File: config.mk
export PLATFORM = sky130hd
export DESIGN_NAME = rc4_stream_cipher
export DESIGN_NICKNAME = d
export VERILOG_FILES = /design/src/hw/rtl/rc4_pkg.sv /design/src/hw/rtl/rc4_ram.sv /design/src/hw/rtl/rc4_ctrl.sv /design/src/hw/rtl/rc4_dp.sv /design/src/hw/rtl/rc4_stream_cipher.sv
export SDC_FILE = /design/constraint.sdc
export NUM_CORES = 2
export LEC_CHECK = 0
export ABC_AREA = 1
export BUFFER_PORTS_ARGS = -buffer_cell sky130_fd_sc_hd__buf_2
export CAP_MARGIN = 5
export CORE_AREA = 5 5 445 447
export CTS_BUF_LIST = sky130_fd_sc_hd__clkbuf_4 sky130_fd_sc_hd__clkbuf_8
export CTS_CLUSTER_DIAMETER = 200
export DETAILED_ROUTE_END_ITERATION = 8
export DIE_AREA = 0 0 450 452
export PLACE_DENSITY = 0.74
export SYNTH_ARGS = -nofsm -noshare
export SYNTH_HDL_FRONTEND = slang
export SYNTH_SLANG_ARGS = --single-unit
export TNS_END_PERCENT = 100
File: constraint.sdc
create_clock -name aclk -period 21.4 [get_ports aclk]
set_input_delay 4.28 -clock aclk [delete_from_list [all_inputs] [get_ports aclk]]
set_output_delay 4.28 -clock aclk [all_outputs]
set_load 0.01 [all_outputs]
File: src/hw/rtl/rc4_pkg.sv
// ----------------------------------------------------------------------------
// rc4_pkg
// Shared constants, select codes and controller/datapath interface types
// for the RC4 stream cipher.
// ----------------------------------------------------------------------------
`default_nettype none

package rc4_pkg;

    localparam int KEY_BYTES  = 16;
    localparam int BYTE_W     = 8;
    localparam int PERM_DEPTH = 256;
    localparam int KPOS_W     = $clog2(KEY_BYTES);
    localparam int LEN_W      = 5;
    localparam int CFG_IDX_W  = 2;
    localparam int CFG_DATA_W = 64;
    localparam int KEY_W      = 2 * CFG_DATA_W;

    localparam logic [CFG_IDX_W-1:0] CFG_KEY_LO  = 2'd0;
    localparam logic [CFG_IDX_W-1:0] CFG_KEY_HI  = 2'd1;
    localparam logic [CFG_IDX_W-1:0] CFG_KEY_LEN = 2'd2;

    localparam logic [LEN_W-1:0] KEY_LEN_RESET = 5'd1;

    typedef enum logic [2:0] {
        RD_K,
        RD_ACC,
        RD_I,
        RD_J,
        RD_T
    } rd_sel_t;

    typedef enum logic [1:0] {
        WR_K,
        WR_ACC,
        WR_I,
        WR_J
    } wr_sel_t;

    typedef struct packed {
        logic    in_ready;
        logic    ks_init;
        rd_sel_t rd_sel;
        logic    wr_en;
        wr_sel_t wr_sel;
        logic    acc_step;
        logic    k_step;
        logic    i_step;
        logic    j_step;
        logic    t_step;
        logic    ks_step;
        logic    out_load;
    } dp_cmd_t;

    typedef struct packed {
        logic k_last;
        logic out_free;
    } dp_sts_t;

endpackage

`default_nettype wire

File: src/hw/rtl/rc4_ram.sv
// ----------------------------------------------------------------------------
// rc4_ram
// Generic simple dual-port RAM: one write port, one read port, registered
// read data, read-first on an address collision.
// ----------------------------------------------------------------------------
`default_nettype none

module rc4_ram #(
    parameter int WIDTH = 8,
    parameter int DEPTH = 256
) (
    input  wire logic                     aclk,
    input  wire logic                     wr_en,
    input  wire logic [$clog2(DEPTH)-1:0] wr_addr,
    input  wire logic [WIDTH-1:0]         wr_data,
    input  wire logic [$clog2(DEPTH)-1:0] rd_addr,
    output logic      [WIDTH-1:0]         rd_data
);

    logic [WIDTH-1:0] mem [DEPTH];

    always_ff @(posedge aclk) begin
        if (wr_en) begin
            mem[wr_addr] <= wr_data;
        end
        rd_data <= mem[rd_addr];
    end

endmodule

`default_nettype wire

File: src/hw/rtl/rc4_ctrl.sv
// ----------------------------------------------------------------------------
// rc4_ctrl
// Sequencer for the RC4 block: key schedule swap loop and per-byte
// generator step, driving the datapath through a command struct.
// ----------------------------------------------------------------------------
`default_nettype none

module rc4_ctrl
    import rc4_pkg::*;
(
    input  wire logic    aclk,
    input  wire logic    aresetn,
    input  wire logic    s_valid,
    input  wire logic    s_start_of_message,
    input  wire dp_sts_t sts,
    output dp_cmd_t      cmd
);

    localparam logic [3:0] ST_IDLE = 4'd0;
    localparam logic [3:0] ST_K_RD = 4'd1;
    localparam logic [3:0] ST_K_AC = 4'd2;
    localparam logic [3:0] ST_K_WA = 4'd3;
    localparam logic [3:0] ST_K_WB = 4'd4;
    localparam logic [3:0] ST_G_RD = 4'd5;
    localparam logic [3:0] ST_G_J  = 4'd6;
    localparam logic [3:0] ST_G_T  = 4'd7;
    localparam logic [3:0] ST_G_KS = 4'd8;
    localparam logic [3:0] ST_G_OU = 4'd9;

    logic [3:0] state_reg;
    logic [3:0] state_next;

    always_ff @(posedge aclk) begin
        if (!aresetn) begin
            state_reg <= ST_IDLE;
        end else begin
            state_reg <= state_next;
        end
    end

    always_comb begin
        cmd        = '0;
        cmd.rd_sel = RD_K;
        cmd.wr_sel = WR_K;
        state_next = state_reg;
        unique case (state_reg)
            ST_IDLE: begin
                cmd.in_ready = 1'b1;
                if (s_valid) begin
                    if (s_start_of_message) begin
                        cmd.ks_init = 1'b1;
                        state_next  = ST_K_RD;
                    end else begin
                        state_next = ST_G_RD;
                    end
                end
            end
            ST_K_RD: begin
                cmd.rd_sel = RD_K;
                state_next = ST_K_AC;
            end
            ST_K_AC: begin
                cmd.rd_sel   = RD_ACC;
                cmd.acc_step = 1'b1;
                state_next   = ST_K_WA;
            end
            ST_K_WA: begin
                cmd.wr_en  = 1'b1;
                cmd.wr_sel = WR_K;
                state_next = ST_K_WB;
            end
            ST_K_WB: begin
                cmd.wr_en  = 1'b1;
                cmd.wr_sel = WR_ACC;
                cmd.k_step = 1'b1;
                state_next = sts.k_last ? ST_G_RD : ST_K_RD;
            end
            ST_G_RD: begin
                cmd.rd_sel = RD_I;
                cmd.i_step = 1'b1;
                state_next = ST_G_J;
            end
            ST_G_J: begin
                cmd.rd_sel = RD_J;
                cmd.j_step = 1'b1;
                state_next = ST_G_T;
            end
            ST_G_T: begin
                cmd.rd_sel = RD_T;
                cmd.wr_en  = 1'b1;
                cmd.wr_sel = WR_I;
                cmd.t_step = 1'b1;
                state_next = ST_G_KS;
            end
            ST_G_KS: begin
                cmd.wr_en   = 1'b1;
                cmd.wr_sel  = WR_J;
                cmd.ks_step = 1'b1;
                state_next  = ST_G_OU;
            end
            ST_G_OU: begin
                if (sts.out_free) begin
                    cmd.out_load = 1'b1;
                    state_next   = ST_IDLE;
                end
            end
            default: begin
                state_next = ST_IDLE;
            end
        endcase
    end

    a_ks_to_gen: assert property (@(posedge aclk) disable iff (!aresetn)
        (state_reg == ST_K_WB && sts.k_last) |=> (state_reg == ST_G_RD))
        else $error("key schedule did not hand over to generator step");

    a_som_starts_ks: assert property (@(posedge aclk) disable iff (!aresetn)
        (state_reg == ST_IDLE && s_valid && s_start_of_message) |=> (state_reg == ST_K_RD))
        else $error("start of message did not start key schedule");

    a_load_when_free: assert property (@(posedge aclk) disable iff (!aresetn)
        cmd.out_load |-> sts.out_free)
        else $error("output register overwritten while full");

endmodule

`default_nettype wire

File: src/hw/rtl/rc4_dp.sv
// ----------------------------------------------------------------------------
// rc4_dp
// RC4 datapath: key registers, permutation RAM with per-entry valid bits
// (invalid entry reads as its own index), generator indices, output register.
// ----------------------------------------------------------------------------
`default_nettype none

module rc4_dp
    import rc4_pkg::*;
(
    input  wire logic                  aclk,
    input  wire logic                  aresetn,
    input  wire dp_cmd_t               cmd,
    output dp_sts_t                    sts,
    input  wire logic                  cfg_valid,
    input  wire logic [CFG_IDX_W-1:0]  cfg_index,
    input  wire logic [CFG_DATA_W-1:0] cfg_data,
    input  wire logic                  s_valid,
    input  wire logic [BYTE_W-1:0]     s_data_byte,
    output logic                       m_valid,
    input  wire logic                  m_ready,
    output logic      [BYTE_W-1:0]     m_cipher_byte
);

    localparam int ADDR_W = $clog2(PERM_DEPTH);

    logic [CFG_DATA_W-1:0] key_lo_reg;
    logic [CFG_DATA_W-1:0] key_hi_reg;
    logic [LEN_W-1:0]      key_len_reg;

    logic [BYTE_W-1:0]     data_reg;
    logic [PERM_DEPTH-1:0] valid_reg;
    logic [ADDR_W-1:0]     rd_addr_q_reg;
    logic                  rd_valid_q_reg;

    logic [ADDR_W-1:0]     k_reg;
    logic [ADDR_W-1:0]     acc_reg;
    logic [KPOS_W-1:0]     kpos_reg;
    logic [BYTE_W-1:0]     sk_reg;

    logic [ADDR_W-1:0]     i_reg;
    logic [ADDR_W-1:0]     j_reg;
    logic [BYTE_W-1:0]     si_reg;
    logic [BYTE_W-1:0]     sj_reg;
    logic [ADDR_W-1:0]     t_reg;
    logic [BYTE_W-1:0]     cipher_reg;

    logic                  m_valid_reg;
    logic [BYTE_W-1:0]     m_cipher_reg;

    logic [BYTE_W-1:0]     ram_rd_data;
    logic [BYTE_W-1:0]     s_val;
    logic [KEY_W-1:0]      key_all;
    logic [BYTE_W-1:0]     key_byte;
    logic [LEN_W-1:0]      used_len;
    logic [LEN_W-1:0]      len_m1;
    logic [ADDR_W-1:0]     acc_sum;
    logic [ADDR_W-1:0]     i_inc;
    logic [ADDR_W-1:0]     j_sum;
    logic [ADDR_W-1:0]     t_sum;
    logic [ADDR_W-1:0]     rd_addr;
    logic [ADDR_W-1:0]     wr_addr;
    logic [BYTE_W-1:0]     wr_data;
    logic [BYTE_W-1:0]     ks;

    // Unused entries read back as their index (identity permutation)
    assign s_val    = rd_valid_q_reg ? ram_rd_data : rd_addr_q_reg;
    assign key_all  = {key_hi_reg, key_lo_reg};
    assign key_byte = key_all[kpos_reg*BYTE_W +: BYTE_W];

    always_comb begin
        used_len = key_len_reg;
        if (key_len_reg == '0) begin
            used_len = LEN_W'(1);
        end else if (key_len_reg > LEN_W'(KEY_BYTES)) begin
            used_len = LEN_W'(KEY_BYTES);
        end
    end

    assign len_m1  = used_len - LEN_W'(1);
    assign acc_sum = ADDR_W'(acc_reg + s_val + key_byte);
    assign i_inc   = i_reg + ADDR_W'(1);
    assign j_sum   = ADDR_W'(j_reg + s_val);
    assign t_sum   = ADDR_W'(si_reg + s_val);

    always_comb begin
        unique case (cmd.rd_sel)
            RD_K:    rd_addr = k_reg;
            RD_ACC:  rd_addr = acc_sum;
            RD_I:    rd_addr = i_inc;
            RD_J:    rd_addr = j_sum;
            RD_T:    rd_addr = t_sum;
            default: rd_addr = k_reg;
        endcase
    end

    always_comb begin
        unique case (cmd.wr_sel)
            WR_K: begin
                wr_addr = k_reg;
                wr_data = s_val;
            end
            WR_ACC: begin
                wr_addr = acc_reg;
                wr_data = sk_reg;
            end
            WR_I: begin
                wr_addr = i_reg;
                wr_data = s_val;
            end
            WR_J: begin
                wr_addr = j_reg;
                wr_data = si_reg;
            end
            default: begin
                wr_addr = k_reg;
                wr_data = s_val;
            end
        endcase
    end

    // S[t] after the swap: S[j] now holds old S[i], S[i] holds old S[j]
    always_comb begin
        priority if (t_reg == j_reg) begin
            ks = si_reg;
        end else if (t_reg == i_reg) begin
            ks = sj_reg;
        end else begin
            ks = s_val;
        end
    end

    rc4_ram #(
        .WIDTH (BYTE_W),
        .DEPTH (PERM_DEPTH)
    ) u_perm_ram (
        .aclk    (aclk),
        .wr_en   (cmd.wr_en),
        .wr_addr (wr_addr),
        .wr_data (wr_data),
        .rd_addr (rd_addr),
        .rd_data (ram_rd_data)
    );

    always_ff @(posedge aclk) begin
        if (!aresetn) begin
            key_lo_reg  <= '0;
            key_hi_reg  <= '0;
            key_len_reg <= KEY_LEN_RESET;
        end else if (cfg_valid) begin
            unique case (cfg_index)
                CFG_KEY_LO:  key_lo_reg  <= cfg_data;
                CFG_KEY_HI:  key_hi_reg  <= cfg_data;
                CFG_KEY_LEN: key_len_reg <= cfg_data[LEN_W-1:0];
                default: ;
            endcase
        end
    end

    always_ff @(posedge aclk) begin
        if (!aresetn) begin
            valid_reg   <= '0;
            i_reg       <= '0;
            j_reg       <= '0;
            m_valid_reg <= 1'b0;
        end else begin
            if (cmd.ks_init) begin
                valid_reg <= '0;
                i_reg     <= '0;
                j_reg     <= '0;
            end else begin
                if (cmd.wr_en) begin
                    valid_reg[wr_addr] <= 1'b1;
                end
                if (cmd.i_step) begin
                    i_reg <= i_inc;
                end
                if (cmd.j_step) begin
                    j_reg <= j_sum;
                end
            end
            if (cmd.out_load) begin
                m_valid_reg <= 1'b1;
            end else if (m_ready) begin
                m_valid_reg <= 1'b0;
            end
        end
    end

    always_ff @(posedge aclk) begin
        rd_addr_q_reg  <= rd_addr;
        rd_valid_q_reg <= valid_reg[rd_addr];
        if (cmd.in_ready && s_valid) begin
            data_reg <= s_data_byte;
        end
        if (cmd.ks_init) begin
            k_reg    <= '0;
            acc_reg  <= '0;
            kpos_reg <= '0;
        end
        if (cmd.acc_step) begin
            sk_reg  <= s_val;
            acc_reg <= acc_sum;
        end
        if (cmd.k_step) begin
            k_reg    <= k_reg + ADDR_W'(1);
            kpos_reg <= (kpos_reg == len_m1[KPOS_W-1:0]) ? '0 : kpos_reg + KPOS_W'(1);
        end
        if (cmd.j_step) begin
            si_reg <= s_val;
        end
        if (cmd.t_step) begin
            sj_reg <= s_val;
            t_reg  <= t_sum;
        end
        if (cmd.ks_step) begin
            cipher_reg <= data_reg ^ ks;
        end
        if (cmd.out_load) begin
            m_cipher_reg <= cipher_reg;
        end
    end

    assign sts.k_last   = (k_reg == {ADDR_W{1'b1}});
    assign sts.out_free = !m_valid_reg || m_ready;

    assign m_valid       = m_valid_reg;
    assign m_cipher_byte = m_cipher_reg;

    a_out_load_valid: assert property (@(posedge aclk) disable iff (!aresetn)
        cmd.out_load |=> m_valid)
        else $error("result not presented after load");

    a_ks_clears_valid: assert property (@(posedge aclk) disable iff (!aresetn)
        cmd.ks_init |=> (valid_reg == '0))
        else $error("permutation not reset to identity at key schedule");

endmodule

`default_nettype wire

File: src/hw/rtl/rc4_stream_cipher.sv
// ----------------------------------------------------------------------------
// rc4_stream_cipher
// RC4 stream cipher: key schedule on start of message, one generator step
// and XOR per byte. Controller and datapath around one permutation RAM.
// ----------------------------------------------------------------------------
// Per request: read/swap sequence on the single-write-port permutation RAM,
//   then output load once the output register is free; one request at a time.
// Start of message adds the key schedule before the generator step: 256 swaps.
// Reset: synchronous, active low; keys cleared, key length 1, permutation
//   identity via per-entry valid bits (no clearing pass), indices zero.
`default_nettype none

module rc4_stream_cipher
    import rc4_pkg::*;
(
    input  wire logic                  aclk,
    input  wire logic                  aresetn,
    input  wire logic                  cfg_valid,
    output logic                       cfg_ready,
    input  wire logic [CFG_IDX_W-1:0]  cfg_index,
    input  wire logic [CFG_DATA_W-1:0] cfg_data,
    input  wire logic                  s_valid,
    output logic                       s_ready,
    input  wire logic [BYTE_W-1:0]     s_data_byte,
    input  wire logic                  s_start_of_message,
    output logic                       m_valid,
    input  wire logic                  m_ready,
    output logic      [BYTE_W-1:0]     m_cipher_byte
);

    dp_cmd_t cmd;
    dp_sts_t sts;

    assign cfg_ready = 1'b1;
    assign s_ready   = cmd.in_ready;

    rc4_ctrl u_ctrl (
        .aclk               (aclk),
        .aresetn            (aresetn),
        .s_valid            (s_valid),
        .s_start_of_message (s_start_of_message),
        .sts                (sts),
        .cmd                (cmd)
    );

    rc4_dp u_dp (
        .aclk          (aclk),
        .aresetn       (aresetn),
        .cmd           (cmd),
        .sts           (sts),
        .cfg_valid     (cfg_valid),
        .cfg_index     (cfg_index),
        .cfg_data      (cfg_data),
        .s_valid       (s_valid),
        .s_data_byte   (s_data_byte),
        .m_valid       (m_valid),
        .m_ready       (m_ready),
        .m_cipher_byte (m_cipher_byte)
    );

endmodule

`default_nettype wire
==> flow_summary.yaml <==
synth:
  synth_edf_count: 2124
  syn_area_um2: 112000
  synth_largest_area_cell: "edfxtp_1"
  synth_warnings: 0
  ys_ff_latch: 2551
  synthTopCellsByArea: "edfxtp_1 (57%), nand3_1 (9.1%), nand2_1 (7.7%)"
  netlist_instances: 11300
  synth_cell_type_count: 42
  async_flop_share_pct: 0
  ys.flop_type: "edfxtp_1"
  syn_nets: 11400
  synth_top_cell_area_share_pct: 57.1
  syn_area_per_cell_um2: 9.85
  synth.yosys.seq_area_share_pct: 64.8
critical_path:
  crit_required_ns: 22.37
  cp-start-kind: "flop"
  cp-endpoint: "u_dp.u_perm_ram.rd_data[7]"
  r2r_slack_ns: 12.79
  crit_type: "reg2reg"
  rr_worst_depth: 24
  worstPathMaxFanout: 167
  r2r-end: "u_dp.u_perm_ram.rd_data[7]"
  reg2reg_from: "u_dp.kpos_reg[0]"
  setup.worst_path.end_class: "flop"
  crit_start: "u_dp.kpos_reg[0]"
  arrival_ns: 9.58
global_routing:
  grt_pass1_vias: 78200
  grtUsageTotal_pct: 29.6
  grt_max_degree: 226
  overflow: 0
  grt_pass1_wl_um: 467000
  grt_antenna_before_repair: 10
clock_tree:
  cts_buffers: 415
  clk_pin_slew_ns: 0.06
  cts_buffer_depth: 4
  hold_buffers: 0
  cts_tree: "built"
  insertion_delay_ns: 1.10
  cts_sinks: 2551
  cts_setup_buffers: 0
  ctsRootBufferMaster: "clkbuf_8"
  ctsResizeCount: 0
  htree_levels: 5
timing:
  fin_crit_sh_pct: 40.2
  rsz0062_at_grt: "false"
  slew_headroom_pct: 12.6
  setup_viol: 0
  finalHoldViolCount: 0
  final.setup.worst_slack_ns: 12.79
  fin_crit_ns: 8.61
  tns_ns: 0
  final_max_slew_viol_count: 0
  tightestPinTransition_ns: 1.31
  skew_ns: 0.0812
  max_freq_ghz: 0.116
floorplanning:
  rows: 162
  dieHeight_um: 452
  core_area_um2: 194000
  die-area_um2: 203000
  ioPinCount: 91
  die_w_um: 450
  start_util_pct: 57.6
layout:
  largest_reg_flops: 2048
  stdcell_count: 14200
  fin_nets: 11400
  fin_util_pct: 62.7
  final_layout_size_suffix_gt1_share_pct: 8.28
  area_delta_synth_final_pct: 8.93
power_and_ir_drop:
  p_total_w: 0.0198
  power.leakage_nw: 50.3
  ir_worst_vdd_mv: 0.199
  power.density_nw_per_um2: 163
routing:
  wirelength_um: 309000
  wl_per_cell_um: 21.8
  drtAntennaViolNets: 0
  first_pass_iters: 9
  drt_iter0_drc: 11400
  vias_per_cell: 5.78
  drc: 0
  num_vias: 81900
placement:
  dp_slack_ns: 13.09
  gp_congestion: 0.908
  io_buffer_count: 89
  place.detailed.hpwl_um: 176000
  dp_cells: 13400
outcome:
  status: "finished clean"
worst_hold_path:
  min_path_type: "reg2reg"
flow_run:
  maxCapViolCount: 0
## worst min path at each step
stage                     cells past startpoint                from               endpoint
final                                         0  u_dp.cipher_reg[7]  u_dp.m_cipher_byte[7]
after global routing                          0  u_dp.cipher_reg[6]  u_dp.m_cipher_byte[6]
after CTS                                     0  u_dp.cipher_reg[6]  u_dp.m_cipher_byte[6]
after detailed placement                      0  u_dp.cipher_reg[6]  u_dp.m_cipher_byte[6]
after global placement                        0  u_dp.cipher_reg[6]  u_dp.m_cipher_byte[6]
after floorplan                               0  u_dp.cipher_reg[0]  u_dp.m_cipher_byte[0]
## layout make-up
cell class                 instances  area [um^2]
tap                             2542         3180
antenna                           16         40.0
inverter                        1984         7470
sequential                      2551        72300
clock inverter                   118          583
timing repair buffer             199         1450
fill                           15200        72200
clock buffer                     625         7580
multi-input combinational       6138        29000
## cell usage after synthesis, types with 2 or more instances
master,n
a21oi_1,198
a221oi_1,5
a31oi_1,2
buf_1,37
buf_2,347
buf_4,50
clkbuf_1,221
dfxtp_1,427
edfxtp_1,2124
fa_1,10
ha_1,24
inv_1,1955
inv_2,27
mux2_2,6
nand2_1,2302
nand3_1,2022
nand3b_1,136
nand4_1,9
nor2_1,707
nor2_2,6
nor2_4,9
nor3_1,12
nor4_1,7
o211ai_1,274
o21ai_0,312
o21ai_1,8
o21bai_1,2
o221ai_1,23
o22ai_1,8
or2_2,10
xnor2_1,16
xor2_1,23
## cells in the final DEF (no fill, tap or decap), types with 96 or more instances in the layout
cell	n
nand2_1	2297
edfxtp_1	2124
nand3_1	2015
inv_1	1952
nor2_1	701
clkbuf_8	461
dfxtp_1	427
o21ai_0	312
o211ai_1	274
a21oi_1	197
clkbuf_4	164
nand3b_1	136
buf_4	96
## through the flow
step | cell area, um^2 | hold WS (ns)
after floorplan | 112000 | 0.400
after global placement | 113000 | 0.404
after detailed placement | 113000 | 0.407
after CTS | 122000 | 0.421
after global routing | 122000 | 0.436
final | 122000 | 0.424
## routing by layer
| layer | share of wire (%) | track usage, % | vias to the layer above |
|---|---|---|---|
| li1 | - | - | 37300 |
| met1 | 38 | 39.9 | 38900 |
| met2 | 46 | 46.2 | 4808 |
| met3 | 11 | 6.31 | 873 |
| met4 | 5.0 | 14.8 | 2 |
| met5 | 0.0042 | 0 | - |
## where the power goes
group	total (W)	leakage [nW]	internal (W)	switching, W
clock network	0.00418	4.38	0.00227	0.00191
logic	0.00894	23.3	0.00204	0.00689
registers	0.00667	22.6	0.00660	0.0000662
total	0.0198	50.3	0.0109	0.00887
## critical path: stages, from the launching register on
cell      delay, ns
edfxtp_1       0.32
buf_4          0.54
inv_1          0.60
o21ai_0        0.33
o221ai_1       0.17
o211ai_1       0.20
nand2_1        0.17
fa_1           0.47
nand3_1        0.15
nand3_1        0.14
o21ai_4        0.22
buf_4          0.80
buf_12         0.57
buf_4          0.83
buf_4          0.80
buf_4          0.78
nand2_1        0.12
nand3_1        0.13
nand3_1        0.12
nand3_1        0.22
nand3_1        0.10
nand3_1        0.11
nand3_1        0.09
nand3_1        0.11
nand2_1        0.07
## kinds of logic (layout without fill, tap and decap cells)
family,count (synthesis),after routing,share of synthesized area [%]
adders and majority gates,34,34,0.448
other,1,17,0.00336
DFF,2551,2551,64.8
and+or+nand+nor,5222,5222,20.4
AOI/OAI and AO/OA,836,836,4.49
xor gates and xnor gates,39,39,0.306
buffers and inverters,2640,2926,9.44
muxes,6,6,0.0605
No activity file was read; power rests on OpenSTA's default activity.
